## src/hdl/cstr_pkg.sv

```systemverilog
package cstr_pkg;

   // Character codes the scanner reacts to
   localparam logic [7:0] CH_QUOTE  = 8'h22;
   localparam logic [7:0] CH_BSLASH = 8'h5C;
   localparam logic [7:0] CH_SLASH  = 8'h2F;
   localparam logic [7:0] CH_STAR   = 8'h2A;
   localparam logic [7:0] CH_NL     = 8'h0A;

   // Scanner modes
   typedef enum logic [2:0] {
      MODE_NORMAL = 3'd0,
      MODE_STRING = 3'd1,
      MODE_SLASH  = 3'd2,
      MODE_LINE   = 3'd3,
      MODE_BLOCK  = 3'd4,
      MODE_BSTAR  = 3'd5
   } mode_type;

   // One result item
   typedef struct packed {
      logic [7:0] out_byte;
      logic       byte_valid;
      logic       stream_end;
      logic       run_last;
   } rsp_type;

   // Output queue sizing: one input byte releases at most two results
   localparam int OBUF_DEPTH   = 4;
   localparam int OBUF_PTR_W   = $clog2(OBUF_DEPTH);
   localparam int OBUF_CNT_W   = $clog2(OBUF_DEPTH + 1);
   localparam int MAX_RESULTS  = 2;

   // Per-byte step outcome handed from the scanner to the output queue
   typedef struct packed {
      mode_type   next_mode;
      logic       next_prev_bs;
      logic [1:0] count;
      rsp_type    res1;
      rsp_type    res0;
   } step_type;

endpackage

```

## src/hdl/cstr_ifs.sv

```systemverilog
// Input byte channel
interface cstr_req_if;
   logic       valid;
   logic       ready;
   logic [7:0] in_byte;
   logic       stream_last;

   modport source (output valid, output in_byte, output stream_last, input ready);
   modport sink   (input valid, input in_byte, input stream_last, output ready);
endinterface

// Result channel
interface cstr_rsp_if;
   logic       valid;
   logic       ready;
   logic [7:0] out_byte;
   logic       byte_valid;
   logic       stream_end;
   logic       run_last;

   modport source (output valid, output out_byte, output byte_valid, output stream_end,
                   output run_last, input ready);
   modport sink   (input valid, input out_byte, input byte_valid, input stream_end,
                   input run_last, output ready);
endinterface

```

## src/hdl/c_comment_stripper.sv

```systemverilog
// C comment stripper. Takes one source byte per cycle on req_chan while the queue has room
// and delivers the comment-free stream on rsp_chan, one result per cycle while the sink is
// ready. A byte waits in the input register, where the scanner decides its results, and
// then in a four-entry output queue. A byte releases zero, one or two results (two when a
// held slash turns out to be a plain slash), so the sustained rate is one byte per cycle as
// long as the byte stream does not release more than one result per cycle on average; the
// output drain of one result per cycle is the limit. A byte with stream_last set always
// yields at least one result, the last one flagged stream_end, and returns the scanner to
// plain-code mode for the next stream.
module c_comment_stripper
   import cstr_pkg::*;
(
   input  logic        clock,
   input  logic        reset,
   cstr_req_if.sink    req_chan,
   cstr_rsp_if.source  rsp_chan
);

   logic       in_valid_ff, in_valid_in;
   logic [7:0] in_byte_ff;
   logic       in_last_ff;
   mode_type   mode_ff;
   logic       prev_bs_ff;
   step_type   step;
   logic       room;
   logic       advance;
   logic       accept;

   // input register moves on when the queue can absorb two results
   assign advance          = in_valid_ff && room;
   assign req_chan.ready   = !in_valid_ff || advance;
   assign accept           = req_chan.valid && req_chan.ready;

   always_comb begin
      in_valid_in = in_valid_ff;
      if (accept) in_valid_in = 1'b1;
      else if (advance) in_valid_in = 1'b0;
   end

   always_ff @(posedge clock) begin
      if (reset) begin
         in_valid_ff <= 1'b0;
         mode_ff     <= MODE_NORMAL;
         prev_bs_ff  <= 1'b0;
      end else begin
         in_valid_ff <= in_valid_in;
         if (advance) begin
            mode_ff    <= step.next_mode;
            prev_bs_ff <= step.next_prev_bs;
         end
      end
   end

   always_ff @(posedge clock) begin
      if (accept) begin
         in_byte_ff <= req_chan.in_byte;
         in_last_ff <= req_chan.stream_last;
      end
   end

   cstr_step u_step (
      .mode    (mode_ff),
      .prev_bs (prev_bs_ff),
      .in_byte (in_byte_ff),
      .in_last (in_last_ff),
      .step    (step)
   );

   cstr_obuf u_obuf (
      .clock    (clock),
      .reset    (reset),
      .push_en  (advance),
      .step     (step),
      .room     (room),
      .rsp_chan (rsp_chan)
   );

endmodule

```

## src/hdl/cstr_step.sv

```systemverilog
module cstr_step
   import cstr_pkg::*;
(
   input  mode_type   mode,
   input  logic       prev_bs,
   input  logic [7:0] in_byte,
   input  logic       in_last,
   output step_type   step
);

   mode_type   nm;
   logic       npb;
   logic [1:0] n;
   rsp_type    res [MAX_RESULTS];
   logic       do_norm;
   logic       norm_pb;

   function automatic rsp_type mk_res(logic [7:0] b, logic v);
      rsp_type r;
      r.out_byte   = b;
      r.byte_valid = v;
      r.stream_end = 1'b0;
      r.run_last   = 1'b0;
      return r;
   endfunction

   always_comb begin
      nm      = mode;
      npb     = prev_bs;
      n       = 2'd0;
      res[0]  = '0;
      res[1]  = '0;
      do_norm = 1'b0;
      norm_pb = prev_bs;

      // mode-specific handling
      case (mode)
         MODE_STRING: begin
            if (in_byte == CH_QUOTE && !prev_bs) nm = MODE_NORMAL;
            res[n[0]] = mk_res(in_byte, 1'b1);
            n = n + 2'd1;
            npb = (in_byte == CH_BSLASH);
         end
         MODE_SLASH: begin
            if (in_byte == CH_SLASH) begin
               nm = MODE_LINE;
            end else if (in_byte == CH_STAR) begin
               nm = MODE_BLOCK;
            end else begin
               // held slash was a plain slash: release it, then treat byte as code
               res[n[0]] = mk_res(CH_SLASH, 1'b1);
               n = n + 2'd1;
               do_norm = 1'b1;
               norm_pb = 1'b0;
            end
         end
         MODE_LINE: begin
            if (in_byte == CH_NL) begin
               res[n[0]] = mk_res(CH_NL, 1'b1);
               n = n + 2'd1;
               nm = MODE_NORMAL;
               npb = 1'b0;
            end
         end
         MODE_BLOCK: begin
            if (in_byte == CH_STAR) nm = MODE_BSTAR;
         end
         MODE_BSTAR: begin
            if (in_byte == CH_SLASH) begin
               nm = MODE_NORMAL;
               npb = 1'b0;
            end else if (in_byte != CH_STAR) begin
               nm = MODE_BLOCK;
            end
         end
         default: begin
            do_norm = 1'b1;
            norm_pb = prev_bs;
         end
      endcase

      // byte seen in plain code
      if (do_norm) begin
         if (in_byte == CH_QUOTE && !norm_pb) begin
            nm = MODE_STRING;
            res[n[0]] = mk_res(in_byte, 1'b1);
            n = n + 2'd1;
            npb = 1'b0;
         end else if (in_byte == CH_SLASH) begin
            nm = MODE_SLASH;
            npb = 1'b0;
         end else begin
            nm = MODE_NORMAL;
            res[n[0]] = mk_res(in_byte, 1'b1);
            n = n + 2'd1;
            npb = (in_byte == CH_BSLASH);
         end
      end

      // end of stream: flush a held slash, always show the end, then restart
      if (in_last) begin
         if (nm == MODE_SLASH) begin
            res[n[0]] = mk_res(CH_SLASH, 1'b1);
            n = n + 2'd1;
         end
         if (n == 2'd0) begin
            res[0] = mk_res(8'h00, 1'b0);
            n = 2'd1;
         end
         res[n[1]].stream_end = 1'b1;
         nm  = MODE_NORMAL;
         npb = 1'b0;
      end
      if (n != 2'd0) res[n[1]].run_last = 1'b1;

      step.next_mode    = nm;
      step.next_prev_bs = npb;
      step.count        = n;
      step.res0         = res[0];
      step.res1         = res[1];
   end

endmodule

```

## src/hdl/cstr_obuf.sv

```systemverilog
module cstr_obuf
   import cstr_pkg::*;
(
   input  logic              clock,
   input  logic              reset,
   input  logic              push_en,
   input  step_type          step,
   output logic              room,
   cstr_rsp_if.source        rsp_chan
);

   rsp_type                 q_ff [OBUF_DEPTH];
   logic [OBUF_PTR_W-1:0]   wr_ptr_ff, wr_ptr_in;
   logic [OBUF_PTR_W-1:0]   rd_ptr_ff, rd_ptr_in;
   logic [OBUF_CNT_W-1:0]   count_ff, count_in;
   logic [1:0]              push_n;
   logic                    pop;

   assign push_n = push_en ? step.count : 2'd0;
   assign pop    = rsp_chan.valid && rsp_chan.ready;
   assign room   = (count_ff <= OBUF_CNT_W'(OBUF_DEPTH - MAX_RESULTS));

   // pointer and fill bookkeeping
   always_comb begin
      wr_ptr_in = wr_ptr_ff + OBUF_PTR_W'(push_n);
      rd_ptr_in = rd_ptr_ff + OBUF_PTR_W'(pop);
      count_in  = count_ff + OBUF_CNT_W'(push_n) - OBUF_CNT_W'(pop);
   end

   always_ff @(posedge clock) begin
      if (reset) begin
         wr_ptr_ff <= '0;
         rd_ptr_ff <= '0;
         count_ff  <= '0;
      end else begin
         wr_ptr_ff <= wr_ptr_in;
         rd_ptr_ff <= rd_ptr_in;
         count_ff  <= count_in;
      end
   end

   // entry writes: first result at the write pointer, second one after it
   always_ff @(posedge clock) begin
      for (int i = 0; i < OBUF_DEPTH; i++) begin
         if (push_n != 2'd0 && wr_ptr_ff == OBUF_PTR_W'(i)) begin
            q_ff[i] <= step.res0;
         end
         if (push_n == 2'd2 && OBUF_PTR_W'(wr_ptr_ff + 1'b1) == OBUF_PTR_W'(i)) begin
            q_ff[i] <= step.res1;
         end
      end
   end

   // head of queue drives the result channel
   assign rsp_chan.valid      = (count_ff != '0);
   assign rsp_chan.out_byte   = q_ff[rd_ptr_ff].out_byte;
   assign rsp_chan.byte_valid = q_ff[rd_ptr_ff].byte_valid;
   assign rsp_chan.stream_end = q_ff[rd_ptr_ff].stream_end;
   assign rsp_chan.run_last   = q_ff[rd_ptr_ff].run_last;

endmodule

```

## src/flat_wrapper.sv

```systemverilog
// flat-port wrapper written by rule: the top's interface ports become plain ports
module c_comment_stripper_flat import cstr_pkg::*;
  (clock, reset, req_chan_valid, req_chan_in_byte, req_chan_stream_last, req_chan_ready, rsp_chan_valid, rsp_chan_out_byte, rsp_chan_byte_valid, rsp_chan_stream_end, rsp_chan_run_last, rsp_chan_ready);
  cstr_req_if req_chan_i ();
  cstr_rsp_if rsp_chan_i ();
  input  logic clock;
  input  logic reset;
  input wire logic [$bits(req_chan_i.valid)-1:0] req_chan_valid;
  input wire logic [$bits(req_chan_i.in_byte)-1:0] req_chan_in_byte;
  input wire logic [$bits(req_chan_i.stream_last)-1:0] req_chan_stream_last;
  output wire logic [$bits(req_chan_i.ready)-1:0] req_chan_ready;
  output wire logic [$bits(rsp_chan_i.valid)-1:0] rsp_chan_valid;
  output wire logic [$bits(rsp_chan_i.out_byte)-1:0] rsp_chan_out_byte;
  output wire logic [$bits(rsp_chan_i.byte_valid)-1:0] rsp_chan_byte_valid;
  output wire logic [$bits(rsp_chan_i.stream_end)-1:0] rsp_chan_stream_end;
  output wire logic [$bits(rsp_chan_i.run_last)-1:0] rsp_chan_run_last;
  input wire logic [$bits(rsp_chan_i.ready)-1:0] rsp_chan_ready;
  assign req_chan_i.valid = req_chan_valid;
  assign req_chan_i.in_byte = req_chan_in_byte;
  assign req_chan_i.stream_last = req_chan_stream_last;
  assign req_chan_ready = req_chan_i.ready;
  assign rsp_chan_valid = rsp_chan_i.valid;
  assign rsp_chan_out_byte = rsp_chan_i.out_byte;
  assign rsp_chan_byte_valid = rsp_chan_i.byte_valid;
  assign rsp_chan_stream_end = rsp_chan_i.stream_end;
  assign rsp_chan_run_last = rsp_chan_i.run_last;
  assign rsp_chan_i.ready = rsp_chan_ready;
  c_comment_stripper u_core (.clock(clock), .reset(reset), .req_chan(req_chan_i), .rsp_chan(rsp_chan_i));
endmodule
```

## config.mk

```make
export PLATFORM = sky130hd
export DESIGN_NAME = c_comment_stripper_flat
export DESIGN_NICKNAME = d
export VERILOG_FILES = /design/src/hdl/cstr_pkg.sv /design/src/hdl/cstr_ifs.sv /design/src/hdl/c_comment_stripper.sv /design/src/hdl/cstr_step.sv /design/src/hdl/cstr_obuf.sv /design/src/flat_wrapper.sv
export SDC_FILE = /design/constraint.sdc
export NUM_CORES = 1
export LEC_CHECK = 0
export BUFFER_PORTS_ARGS = -buffer_cell sky130_fd_sc_hd__buf_2
export CORE_MARGIN = 2
export CORE_UTILIZATION = 48
export CTS_BUF_LIST = sky130_fd_sc_hd__clkbuf_16
export DETAILED_ROUTE_END_ITERATION = 8
export GPL_TIMING_DRIVEN = 0
export PLACE_DENSITY = 0.66
export SKIP_CTS_REPAIR_TIMING = 1
export SLEW_MARGIN = 30
export SYNTH_ARGS = -nofsm -noshare
export SYNTH_HDL_FRONTEND = slang
export SYNTH_SLANG_ARGS = --single-unit
export TNS_END_PERCENT = 1
```

## constraint.sdc

```tcl
create_clock -name clock -period 11.9 [get_ports clock]
set_input_delay 1.19 -clock clock [delete_from_list [all_inputs] [get_ports clock]]
set_output_delay 1.19 -clock clock [all_outputs]
set_load 0.05 [all_outputs]
```

* After elaboration in Yosys (flattened, before gate mapping)
Memories as Yosys holds them, arrays and structs flattened. A register that Yosys moved wholly into a read port is not among the register bits.
Cells that the tools add are included.
** Operators by class
- Add/subtract/negate cells :: 7
- Magnitude comparators :: 9
- Equal/unequal tests :: 21
- Mux-type cells :: 91
- Bitwise operators :: 11
- Reduce and logical (&&, ||, !) cells :: 33
** Operators by type and width (count)
- 2-to-1 mux 22 bit :: 7
- 2-to-1 mux 11 bit :: 10
- bitwise mux 22 bit :: 3
- demux 11 bit (select 1 bit) :: 4
- 2-to-1 mux 1 bit :: 35
- case mux 11 bit (3 select lines) :: 1
- 2-to-1 mux 2 bit :: 15
- 2-to-1 mux 3 bit :: 9
- == test 8 x 6 -> 1 bit, second input constant :: 3
- OR reduction 11 bit :: 2
- 2-to-1 mux 9 bit :: 2
- logical AND 1 bit :: 17
- case mux 3 bit (5 select lines) :: 1
- bitwise OR 12 bit :: 1
- bitwise AND 10 bit :: 1
- == test 2 bit, second input constant :: 5
- inverter 10 bit :: 1
- == test 3 x 2 -> 1 bit, second input constant :: 3
- == test 8 x 4 -> 1 bit, second input constant :: 1
- == test 8 x 7 -> 1 bit, second input constant :: 1
- greater-or-equal comparator 2 bit, second input constant :: 4
- less-than comparator 2 x 1 -> 1 bit, second input constant :: 4
- inequality test 4 x 3 -> 1 bit, second input constant :: 2
- inequality test 8 x 6 -> 1 bit, second input constant :: 1
- other kinds (22) :: 39
** Storage, ports and cells
- Bits in registers :: 21
- Bits in writable memories :: 44
- Input bits :: 13
- Output and inout port bits :: 13
- Logic and storage cells :: 181
- Memories kept :: 1
** Memory list
- u_core.u_obuf.q_ff :: words 4, width 11, read ports 1, clocked after memory_dff 1, wr ports 2, line cstr_obuf.sv:12 : rsp_type q_ff [OBUF_DEPTH];

* Logic depth before layout (Yosys ltp)
Gate-level depths: netlist of run 1.
- Depth after elaboration :: 25
- Mapped depth :: 21

* By module
From an unflattened synthesis of run 1, not the netlist that was laid out.
** Unflattened totals
- Cells, all modules :: 334
- Area total of the unflattened synthesis :: 4013.8 µm²
** By module, submodules not included
- cstr_obuf :: instances 1, cells each 159, area an instance 2597.5 µm², sequential area each 1461.4 µm²
- cstr_step :: instances 1, cells each 142, area an instance 907.1 µm², sequential area each 0.0 µm²
- c_comment_stripper :: instances 1, cells each 33, area an instance 509.2 µm², sequential area each 370.4 µm²

* Least setup slack after synthesis of run 1
OpenSTA, ideal clock, no wires.
- Path kind :: flip-flop to flip-flop
- Start :: register u_core.in_byte_ff[4]
- End :: register u_core.u_obuf.count_ff[2]
- Library setup time :: 0.128 ns
- Data arrival time :: 4.833 ns
- Slack :: 6.939 ns
- Stages on the path, launching flop included :: 22
- Path buffers :: 3
- Clock period less this slack :: 4.961 ns
- Cells stage by stage :: edfxtp_1 -> or4b_1 -> buf_6 -> o31a_1 -> clkbuf_1 -> or2_2 -> ha_1 -> o221a_2 -> buf_4 -> clkinv_1 -> ha_1 -> inv_1 -> o21a_1 -> o21a_1 -> o21ai_0 -> ha_1 -> inv_1 -> ha_1 -> fa_1 -> xor2_1 -> xnor2_1 -> nor2_1
** On the way
- Longest elaborated chain between the ends :: 18
- Elaborated cells between the ends (all ways) :: 44
** Ends and longest elaborated chain
- start, declared :: line c_comment_stripper.sv:20 : logic [7:0] in_byte_ff;
- start signal, assigned :: line c_comment_stripper.sv:56 : in_byte_ff <= req_chan.in_byte;
- == test 8 x 6 -> 1 bit :: line cstr_step.sv:47, cstr_step.sv:66
- 2-to-1 mux 1 bit :: line cstr_step.sv:47 : end else if (in_byte == CH_STAR) begin
- 2-to-1 mux 1 bit :: line cstr_step.sv:45 : if (in_byte == CH_SLASH) begin
- case mux 1 bit (3 select lines) / 2-to-1 mux 1 bit (equally long branches) :: line cstr_step.sv:37 : case (mode)
- adder 2 x 1 -> 2 bit / logical NOT 1 bit (equally long branches) :: line cstr_step.sv:87, cstr_step.sv:95, cstr_step.sv:84
- 2-to-1 mux 2 bit / logical AND 1 bit (equally long branches) :: line cstr_step.sv:89, cstr_step.sv:84
- 2-to-1 mux 2 bit :: line cstr_step.sv:84 : if (in_byte == CH_QUOTE && !norm_pb) begin
- 2-to-1 mux 2 bit / 2-to-1 mux 3 bit (equally long branches) :: line cstr_step.sv:83 : if (do_norm) begin
- (+2 left out)
- 2-to-1 mux 2 bit :: line cstr_step.sv:101 : if (in_last) begin
- logical NOT 2 bit :: line cstr_step.sv:106 : if (n == 2'd0) begin
- 2-to-1 mux 2 bit :: line cstr_step.sv:106
- 2-to-1 mux 2 bit :: line cstr_step.sv:101
- 2-to-1 mux 2 bit * :: line cstr_step.sv:101
- 2-to-1 mux 2 bit * :: line cstr_obuf.sv:19 : assign push_n = push_en ? step.count : 2'd0;
- adder 3 x 2 -> 3 bit * :: line cstr_obuf.sv:27 : count_in = count_ff + OBUF_CNT_W'(push_n) - OBUF_CNT_W'(pop);
- subtractor 3 x 1 -> 3 bit * :: line cstr_obuf.sv:27
- end signal, assigned :: line cstr_obuf.sv:38 : count_ff <= count_in;
- end, declared :: line cstr_obuf.sv:15 : logic [OBUF_CNT_W-1:0] count_ff, count_in;
Mark *: on every way between the ends. The rest lies on a longest branch, timed or not. The select of a mux whose other input is x is not followed.
A chain may end at the register's enable or synchronous reset.

* Final worst setup path of run 1
Ends and elaborated chain as after synthesis.

==> results.sh, run 1 <==
export IMPL_run_status="complete, no violations"
export IMPL_synth_nets=348
export IMPL_worstHoldStart="u_core.in_valid_ff"
export IMPL_seqPwrFrac_pct=39.1
export IMPL_fmax_mhz=180
export IMPL_dieArea_mm2=0.00872
export IMPL_power_w=0.000715
export IMPL_firstDrtPassIters=5
export IMPL_vdd_ir_drop_max_mv=0.0797
export IMPL_grt_pass1_wl_mm=13.9
export IMPL_slew_viol_final=0
export IMPL_rr_worst_depth=21
export IMPL_ys_seq_area_share_pct=47.7
export IMPL_hold_class="flip-flop to flip-flop"
export IMPL_reg2reg_to="u_core.u_obuf.count_ff[2]"
export IMPL_grt_pass1_vias=2729
export IMPL_final_cell_mix="53 x edfxtp_1, 25 x buf_2, 24 x nand2_1"
export IMPL_yosysTopAreaCell="edfxtp_1"
export IMPL_viasPerCell=5.75
export IMPL_cp_data_arrival_time_ns=5.75
export IMPL_cts_sinks=65
export IMPL_syn_to_final_growth_pct=14.8
export IMPL_wl_per_cell_um=17.6
export IMPL_max_slew_margin_pct=42.9
export IMPL_cap_viol_max_count=0
export IMPL_synth_flop_cell="edfxtp_1"
export IMPL_cts_root_buf="clkbuf_16"
export IMPL_r2r_slack_ns=6.35
export IMPL_start_util_pct=49.6
export IMPL_htreeDepth=3
export IMPL_cts_buffers=9
export IMPL_p_sw_share_pct=33.4
export IMPL_synth_top_cell_area_share_pct=41.5
export IMPL_vias=2708
export IMPL_synth_area_mm2=0.00384
export IMPL_p_int_w=0.000476
export IMPL_syn_inst=326
export IMPL_grt_max_degree=14
export IMPL_hpwl_mm=6.11
export IMPL_drc=0
export IMPL_synth_distinct_cells=65
export IMPL_ant_nets=0
export IMPL_clock_path_buffers=2
export IMPL_min_path_cells=2
export IMPL_fin_crit_ns=5.55
export IMPL_switching_power_w=0.000239
export IMPL_r2r_start="u_core.in_byte_ff[4]"
export IMPL_endpoint_kind="flip-flop"
export IMPL_crit_required_ns=12.10
export IMPL_pin_count=26
export IMPL_syn_avg_cell_area_um2=11.8
export IMPL_p_comb_share_pct=26.4
export IMPL_fin_crit_sh_pct=46.6
export IMPL_worst_pin_slew_ns=0.857
export IMPL_rsz0062_at_grt="no"
export IMPL_hold_end="u_core.in_valid_ff"
export IMPL_async_flop_share_pct=0
export IMPL_core_area_mm2=0.00773
export IMPL_clock_latency_ns=0.33
export IMPL_rows=32
export IMPL_grt_overflow_total=0
export IMPL_drive_gt1_share_pct=24.7
export IMPL_final_common_cell="edfxtp_1"
export IMPL_die_h_um=93.4
export IMPL_path_max_fanout=10
export IMPL_crit_type="flip-flop to flip-flop"
export IMPL_io_buffers=25
export IMPL_die_x_um=93.4
export IMPL_hold_viol_final=0
export IMPL_clockPowerShare_pct=34.5
export IMPL_gp_congestion=0.913
export IMPL_synth_edf_count=53
export IMPL_grt_usage_pct=20.8
export IMPL_antenna_found_initial=0
export IMPL_finalSetupViolations=0
export IMPL_nets=386
export IMPL_tns_ns=0
export IMPL_first_iter_violations=223
export IMPL_cts_tree="built"
export IMPL_skew_ns=0.00728
export IMPL_wl_mm=8.29
export IMPL_synth_area_leaders="edfxtp_1 41%, mux4_2 6.5%, dfxtp_1 6.3%"
export IMPL_path_clk_slew_ns=0.06
export IMPL_p_leak_nw=1.60
export IMPL_ys_ff_latch=65
export IMPL_diodes=0
export IMPL_power_density_mw_per_mm2=162
export IMPL_yosys_warnings=0
export IMPL_setup_worst_path_start_class="flip-flop"
-- worst max-delay path by stage --
stage                         startpoint                         to  slack [ns]  cells past startpoint
global route        u_core.in_byte_ff[4]  u_core.u_obuf.count_ff[2]        6.02                     21
global placement    u_core.in_byte_ff[4]   u_core.u_obuf.q_ff[3][8]        6.38                     13
finish              u_core.in_byte_ff[4]  u_core.u_obuf.count_ff[2]        6.35                     21
CTS                 u_core.in_byte_ff[4]  u_core.u_obuf.count_ff[2]        6.36                     21
floorplan           u_core.in_byte_ff[4]  u_core.u_obuf.count_ff[2]        6.94                     21
detailed placement  u_core.in_byte_ff[4]  u_core.u_obuf.count_ff[2]        6.40                     21
-- synth_stat cells, types with 9 or more instances --
cell,count
inv_1,13
mux2_2,11
nor2b_1,9
nor2_1,22
nand2_1,24
o21ai_0,12
mux4_2,11
dfxtp_1,12
a21oi_1,17
clkbuf_1,10
edfxtp_1,53
mux2i_1,19
-- routing by layer --
layer	routed length (µm)	track usage, %
met1	3730	26.8
met2	4180	35.6
met3	334	3.87
met4	44	6.74
met5	0	0
-- worst max-delay path, cell delays in order (launching register included) --
cell	delay [ns]
edfxtp_1	0.50
or4b_1	0.57
buf_6	0.16
o31a_1	0.29
clkbuf_1	0.21
or2_2	0.36
ha_1	0.29
o221a_2	0.18
buf_4	0.16
clkinv_1	0.20
ha_1	0.48
inv_1	0.06
o21a_1	0.21
o21a_1	0.26
o21ai_0	0.30
ha_1	0.18
inv_1	0.04
ha_1	0.19
fa_1	0.39
xor2_1	0.18
xnor2_1	0.14
nor2_1	0.05
-- final cells by class --
class | instances | area [µm²]
Clock buffer | 9 | 225
Buffer | 18 | 105
Fill cell | 659 | 3320
Clock inverter | 7 | 53.8
Sequential cell | 65 | 1830
Timing Repair Buffer | 27 | 148
Multi-Input combinational cell | 229 | 1860
Tap cell | 102 | 128
Inverter | 14 | 52.6
-- per-stage QoR --
stage | area [µm²] | cells | util [%] | hold WS, ns | setup slack (ns)
after floorplan | 3840 | 326 | - | 0.500 | 6.94
after global placement | 4090 | 453 | 52.9 | 0.523 | 6.38
after detailed placement | 4120 | 455 | 53.4 | 0.526 | 6.40
after CTS | 4400 | 471 | 57.0 | 0.539 | 6.36
after global routing | 4400 | 471 | 57.0 | 0.558 | 6.02
final | 4400 | 471 | 57.0 | 0.530 | 6.35
-- sequential cells by signal, summed over array words and instances (netlist names) --
| register | count |
|---|---|
| u_core.in_byte_ff | 8 |
| u_core.in_last_ff | 1 |
| u_core.in_valid_ff | 1 |
| u_core.mode_ff | 3 |
| u_core.prev_bs_ff | 1 |
| u_core.u_obuf.count_ff | 3 |
| u_core.u_obuf.q_ff | 44 |
| u_core.u_obuf.rd_ptr_ff | 2 |
| u_core.u_obuf.wr_ptr_ff | 2 |
-- logic make-up (layout without fill, tap and decap cells) --
logic type / count (synthesis) / count (layout) / share of synthesized area [%]
adder cells (fa/ha/maj): 9 / 9 / 3.13
multiplexers: 43 / 43 / 15.4
buffers and inverters: 32 / 75 / 4.11
AND/OR/NAND/NOR: 94 / 94 / 13.7
XOR/XNOR: 6 / 6 / 1.37
flip-flops: 65 / 65 / 47.7
AO/OA/AOI/OAI: 77 / 77 / 14.5
-- power by group through the flow --
stage          Clock, W  Sequential, W  Combinational (W)
3_5_place_dp          0       0.000285           0.000190
4_1_cts        0.000251       0.000280           0.000192
3_3_place_gp          0       0.000284           0.000186
6_report       0.000246       0.000280           0.000189
5_1_grt        0.000261       0.000282           0.000205
2_1_floorplan         0       0.000279           0.000152
No activity file was read; power rests on OpenSTA's default activity.
==> inputs of run 2 (changes only) <==
Settings changed: ABC_AREA from default to 1, PLACE_DENSITY 0.66 to 0.68.
Clock period 11.9 ns to 4.5 ns, I/O delays scaled along.
==> results.sh, run 2 <==
export IMPL_cts_buffers=9
export IMPL_firstDrtPassIters=5
export IMPL_switching_power_w=0.000805
export IMPL_tns_ns=0
export IMPL_cp_data_arrival_time_ns=4.41
export IMPL_holdWs_ns=0.288
export IMPL_vias=3330
export IMPL_setup_worst_path_start_class="flip-flop"
export IMPL_fin_area_mm2=0.00448
export IMPL_r2r_slack_ns=0.35
export IMPL_syn_to_final_growth_pct=14.3
export IMPL_yosysTopAreaCell="edfxtp_1"
export IMPL_fmax_mhz=241
export IMPL_p_sw_share_pct=38.0
export IMPL_final_common_cell="nand2_1"
export IMPL_first_iter_violations=273
export IMPL_rsz0062_at_grt="no"
export IMPL_synth_area_mm2=0.00392
export IMPL_core_area_mm2=0.00781
export IMPL_grt_usage_pct=21.4
export IMPL_skew_ns=0.00594
export IMPL_fin_crit_ns=4.15
export IMPL_syn_avg_cell_area_um2=8.05
export IMPL_antenna_found_initial=0
export IMPL_nets=545
export IMPL_finalSetupViolations=0
export IMPL_ys_ff_latch=65
export IMPL_dieArea_mm2=0.00891
export IMPL_gp_congestion=0.880
export IMPL_hold_viol_final=0
export IMPL_placed_area_mm2=0.00417
export IMPL_utilization_pct=57.4
export IMPL_synth_flop_cell="edfxtp_1"
export IMPL_drive_gt1_share_pct=15.2
export IMPL_wl_per_cell_um=13.9
export IMPL_crit_slowest_cell="edfxtp_1"
export IMPL_cap_viol_max_count=0
export IMPL_grt_max_degree=12
export IMPL_power_w=0.00212
export IMPL_worst_pin_slew_ns=0.866
export IMPL_power_density_mw_per_mm2=473
export IMPL_final_cell_mix="138 x nand2_1, 53 x nor2_1, 53 x edfxtp_1"
export IMPL_viasPerCell=5.29
export IMPL_start_util_pct=50.2
export IMPL_crit_chain="inv_2 -> nand2_1 -> nor2_4 -> nand2_4 -> nand3_4 -> nand2_2 -> nor2_4 -> inv_1 -> ha_1 -> nand2_1 -> nand2_1 -> nand2_2 -> ha_1 -> nand2_1 -> nand3_4 -> nand2_4 -> nand2_1 -> ha_1 -> inv_1 -> ha_1 -> fa_1 -> xor2_1 -> nor2_1 -> nor3b_1"
export IMPL_endpoint_kind="flip-flop"
export IMPL_p_leak_nw=1.98
export IMPL_synth_commonest_cells="138 x nand2_1, 54 x nor2_1, 53 x edfxtp_1"
export IMPL_synth_most_common_cell="nand2_1"
export IMPL_wl_met1_mm=3.95
export IMPL_path_max_fanout=7
export IMPL_synth_edf_count=53
export IMPL_synth_top_cell_area_share_pct=40.6
export IMPL_diodes=0
export IMPL_yosys_warnings=0
export IMPL_synth_distinct_cells=35
export IMPL_die_x_um=94.4
export IMPL_run_status="complete, no violations"
export IMPL_syn_inst=487
export IMPL_rows=32
export IMPL_drc=0
export IMPL_grt_pass1_vias=3012
export IMPL_largest_reg_flops=44
export IMPL_routed_top_layer="met4"
export IMPL_ant_nets=0
export IMPL_clock_path_buffers=2
export IMPL_grt_overflow_total=0
export IMPL_cpMostUsedCell="nand2_1"
export IMPL_crit_type="flip-flop to flip-flop"
export IMPL_p_comb_share_pct=32.6
export IMPL_wl_met3_um=554
export IMPL_path_clk_slew_ns=0.05
export IMPL_cts_tree="built"
export IMPL_synth_area_leaders="edfxtp_1 41%, nand2_1 13%, nand3_1 6.5%"
export IMPL_p_int_w=0.00131
export IMPL_wl_mm=8.78
export IMPL_pin_count=26
export IMPL_clock_latency_ns=0.33
export IMPL_ys_seq_area_share_pct=46.7
export IMPL_regMostFlops="u_core.u_obuf.q_ff"
export IMPL_grt_pass1_wl_mm=14.6
export IMPL_fin_crit_sh_pct=92.3
export IMPL_hpwl_mm=6.59
export IMPL_cts_root_buf="clkbuf_16"
export IMPL_die_h_um=94.4
export IMPL_max_slew_margin_pct=42.3
export IMPL_synth_nets=509
export IMPL_seqPwrFrac_pct=35.7
export IMPL_async_flop_share_pct=0
export IMPL_hold_class="input pin to flip-flop"
export IMPL_slew_viol_final=0
export IMPL_vdd_ir_drop_max_mv=0.180
export IMPL_cts_sinks=65
export IMPL_crit_required_ns=4.75
export IMPL_io_buffers=25
export IMPL_reg_top3="u_core.u_obuf.q_ff: 44 flops, u_core.in_byte_ff: 8 flops"
export IMPL_wl_met2_mm=4.11
export IMPL_htreeDepth=3
export IMPL_clockPowerShare_pct=31.7
export IMPL_slowest_delay_ns=0.44
[run 2: changes by cell type in the layout (fill, tap and decap cells not counted), moves of 7 or more]
cell | previous run | this run
nand3_1 | 3 | 51
mux2_2 | 11 | 0
inv_1 | 13 | 39
nand2_1 | 24 | 138
o21ai_0 | 12 | 36
nand2_2 | 0 | 9
nor2_1 | 21 | 53
mux2i_1 | 19 | 0
mux4_2 | 11 | 0
nor2b_1 | 9 | 0
o22ai_1 | 0 | 11
a21oi_1 | 17 | 10
[run 2: cell families (layout without fill, tap and decap cells)]
logic type               after synthesis  in the layout  share of synthesized area (%)
buffers and inverters                 64            105                           7.28
flip-flops                            65             65                           46.7
XOR/XNOR                               3              3                          0.670
AND/OR/NAND/NOR                      279            279                           32.8
AO/OA/AOI/OAI                         67             67                           9.51
adder cells (fa/ha/maj)                9              9                           3.06
[run 2: metal layers]
| layer | GRT usage [%] | vias up |
|---|---|---|
| li1 | - | 1696 |
| met1 | 28.5 | 1509 |
| met2 | 33.5 | 111 |
| met3 | 6.46 | 14 |
| met4 | 7.25 | 0 |
| met5 | 0 | - |
[run 2: worst max-delay path: cells and delay by family (launching register included)]
family                     cells  cell delay, ns
and+or+nand+nor               15            1.82
adders and majority gates      5            1.43
buffers and inverters          3            0.20
DFF                            1            0.44
xor gates and xnor gates       1            0.19
[run 2: cell type report]
| cell class | instances | area [µm²] |
|---|---|---|
| repair buffers | 25 | 125 |
| multi-input cells | 358 | 1820 |
| fillers | 711 | 3330 |
| well taps | 102 | 128 |
| clock inverters | 7 | 62.6 |
| clock buffers | 9 | 225 |
| flip-flops and latches | 65 | 1830 |
| inverters | 43 | 161 |
| plain buffers | 21 | 124 |
[run 2: path summary, 6_finish.rpt]
path                                to  depth (start not counted)            startpoint
max          u_core.u_obuf.count_ff[2]                         24  u_core.in_byte_ff[6]
min reg2reg         u_core.in_valid_ff                          2    u_core.in_valid_ff
max reg2reg  u_core.u_obuf.count_ff[2]                         24  u_core.in_byte_ff[6]
min               u_core.in_byte_ff[4]                          1   req_chan_in_byte[4]
[run 2: power groups by stage]
stage	Clock [W]	Combinational (W)	Sequential [W]
global route	0.000706	0.000762	0.000764
CTS	0.000679	0.000695	0.000756
finish	0.000671	0.000692	0.000757
floorplan	0	0.000536	0.000757
detailed placement	0	0.000692	0.000769
global placement	0	0.000677	0.000767
[run 2: metrics by stage]
step / std cells / setup WS (ns)
after global placement: 614 / 0.381
after CTS: 630 / 0.205
after floorplan: 487 / 0.679
after global routing: 630 / 0.0144
final: 630 / 0.346
after detailed placement: 614 / 0.289
==> inputs of run 3 (changes only) <==
Settings changed: PLACE_DENSITY 0.68 to 0.67.
==> results.sh, run 3 (synthesis gave the netlist of run 2 again) <==
export IMPL_grt_pass1_wl_mm=14.6
export IMPL_cts_tree="built"
export IMPL_clockPowerShare_pct=31.5
export IMPL_power_density_mw_per_mm2=474
export IMPL_crit_required_ns=4.73
export IMPL_path_depth=24
export IMPL_start_util_pct=50.2
export IMPL_fmax_mhz=242
export IMPL_die_x_um=94.4
export IMPL_crit_type="flip-flop to flip-flop"
export IMPL_die_h_um=94.4
export IMPL_grt_overflow_total=0
export IMPL_clock_path_buffers=2
export IMPL_cts_root_buf="clkbuf_16"
export IMPL_cp_data_arrival_time_ns=4.36
export IMPL_hold_class="input pin to flip-flop"
export IMPL_reg2reg_to="u_core.u_obuf.count_ff[2]"
export IMPL_gp_congestion=0.859
export IMPL_syn_to_final_growth_pct=14.0
export IMPL_final_cell_mix="138 x nand2_1, 54 x nor2_1, 53 x edfxtp_1"
export IMPL_seqPwrFrac_pct=35.7
export IMPL_first_iter_violations=223
export IMPL_grt_max_degree=12
export IMPL_pin_count=26
export IMPL_reg_top3="u_core.u_obuf.q_ff: 44 flops, u_core.in_byte_ff: 8 flops"
export IMPL_cpMostUsedCell="nand2_1"
export IMPL_final_common_cell="nand2_1"
export IMPL_core_area_mm2=0.00781
export IMPL_io_buffers=25
export IMPL_htreeDepth=3
export IMPL_pre_cts_ws_ns=0.280
export IMPL_cts_buffers=9
export IMPL_ant_nets=0
export IMPL_regMostFlops="u_core.u_obuf.q_ff"
export IMPL_slowest_delay_ns=0.43
export IMPL_hpwl_mm=6.68
export IMPL_crit_buf_inv=3
export IMPL_diodes=0
export IMPL_cap_viol_max_count=0
export IMPL_grt_pass1_vias=3116
export IMPL_drive_gt1_share_pct=15.2
export IMPL_antenna_found_initial=0
export IMPL_finalSetupViolations=0
export IMPL_run_status="complete, no violations"
export IMPL_drc=0
export IMPL_path_clk_slew_ns=0.05
export IMPL_worst_pin_slew_ns=0.866
export IMPL_dieArea_mm2=0.00891
export IMPL_crit_family="simple AND/OR/NAND/NOR gates"
export IMPL_p_comb_share_pct=32.7
export IMPL_crit_chain="inv_2 -> nand2_2 -> nor2_2 -> nand2_4 -> nand3_4 -> nand2_2 -> nor2_4 -> inv_1 -> ha_1 -> nand2_1 -> nand2_1 -> nand2_2 -> ha_1 -> nand2_1 -> nand3_4 -> nand2_4 -> nand2_1 -> ha_1 -> inv_1 -> ha_1 -> fa_1 -> xor2_1 -> nand2_1 -> nor3b_1"
export IMPL_max_slew_margin_pct=42.3
export IMPL_nets=545
export IMPL_crit_slowest_cell="edfxtp_1"
export IMPL_path_max_fanout=7
export IMPL_hold_viol_final=0
export IMPL_setup_worst_path_start_class="flip-flop"
export IMPL_r2r_start="u_core.in_byte_ff[4]"
export IMPL_largest_reg_flops=44
export IMPL_tns_ns=0
export IMPL_crit_path_start="u_core.in_byte_ff[4]"
export IMPL_skew_ns=0.00461
export IMPL_p_sw_share_pct=38.0
export IMPL_rr_worst_depth=24
export IMPL_worst_slack_ns=0.365
export IMPL_wl_per_cell_um=13.8
export IMPL_crit_end="u_core.u_obuf.count_ff[2]"
export IMPL_fin_crit_sh_pct=91.9
export IMPL_rsz0062_at_grt="no"
export IMPL_p_int_w=0.00131
export IMPL_grt_usage_pct=21.4
export IMPL_endpoint_kind="flip-flop"
export IMPL_rows=32
export IMPL_cts_sinks=65
export IMPL_firstDrtPassIters=5
export IMPL_vias=3324
export IMPL_r2r_slack_ns=0.37
export IMPL_switching_power_w=0.000806
export IMPL_clock_latency_ns=0.34
export IMPL_p_leak_nw=1.97
export IMPL_viasPerCell=5.28
export IMPL_fin_crit_ns=4.13
export IMPL_vdd_ir_drop_max_mv=0.189
export IMPL_slew_viol_final=0
export IMPL_wl_mm=8.69
## run 3: cell count changes in the layout (fill, tap and decap cells not counted)
cell | previous run | this run
clkinv_1 | 1 | 0
clkinv_2 | 2 | 3
inv_1 | 39 | 38
nor2_1 | 53 | 54
nor2_4 | 4 | 3
## run 3: layer usage
metal	vias to the layer above	GRT usage, %	wire (µm)
met3	16	6.23	498
met4	0	8.45	147
met5	-	0	0
met1	1508	27.4	3860
li1	1700	-	-
met2	100	34.5	4180
## run 3: per-stage QoR
step	power [W]	util, %	instance area [µm²]	hold slack, ns	cells
2_1_floorplan	0.00129	-	3920	0.472	487
3_3_place_gp	0.00144	53.5	4170	0.494	614
3_5_place_dp	0.00146	53.5	4170	0.507	614
4_1_cts	0.00213	57.1	4460	0.279	629
5_1_grt	0.00223	57.3	4470	0.277	629
6_report	0.00212	57.3	4470	0.286	629
## run 3: power by group through the flow
stage / sequential (W) / clock, W / combinational (W)
6_report: 0.000757 / 0.000668 / 0.000694
3_3_place_gp: 0.000767 / 0 / 0.000677
4_1_cts: 0.000757 / 0.000680 / 0.000694
3_5_place_dp: 0.000769 / 0 / 0.000692
5_1_grt: 0.000764 / 0.000703 / 0.000764
2_1_floorplan: 0.000757 / 0 / 0.000536
## run 3: cell type report
class / instances / area [µm²]
repair buffers: 25 / 125
well taps: 102 / 128
clock inverters: 6 / 60.1
multi-input cells: 358 / 1820
inverters: 43 / 161
clock buffers: 9 / 225
flip-flops and latches: 65 / 1830
plain buffers: 21 / 124
fillers: 692 / 3340
## run 3: worst min path at each step
stage,cells past startpoint,to,from
final,1,u_core.in_byte_ff[0],req_chan_in_byte[0]
after global routing,1,u_core.in_byte_ff[4],req_chan_in_byte[4]
after CTS,1,u_core.in_byte_ff[4],req_chan_in_byte[4]
after detailed placement,2,u_core.in_valid_ff,u_core.in_valid_ff
after global placement,2,u_core.in_valid_ff,u_core.in_valid_ff
after floorplan,2,u_core.mode_ff[2],u_core.mode_ff[2]
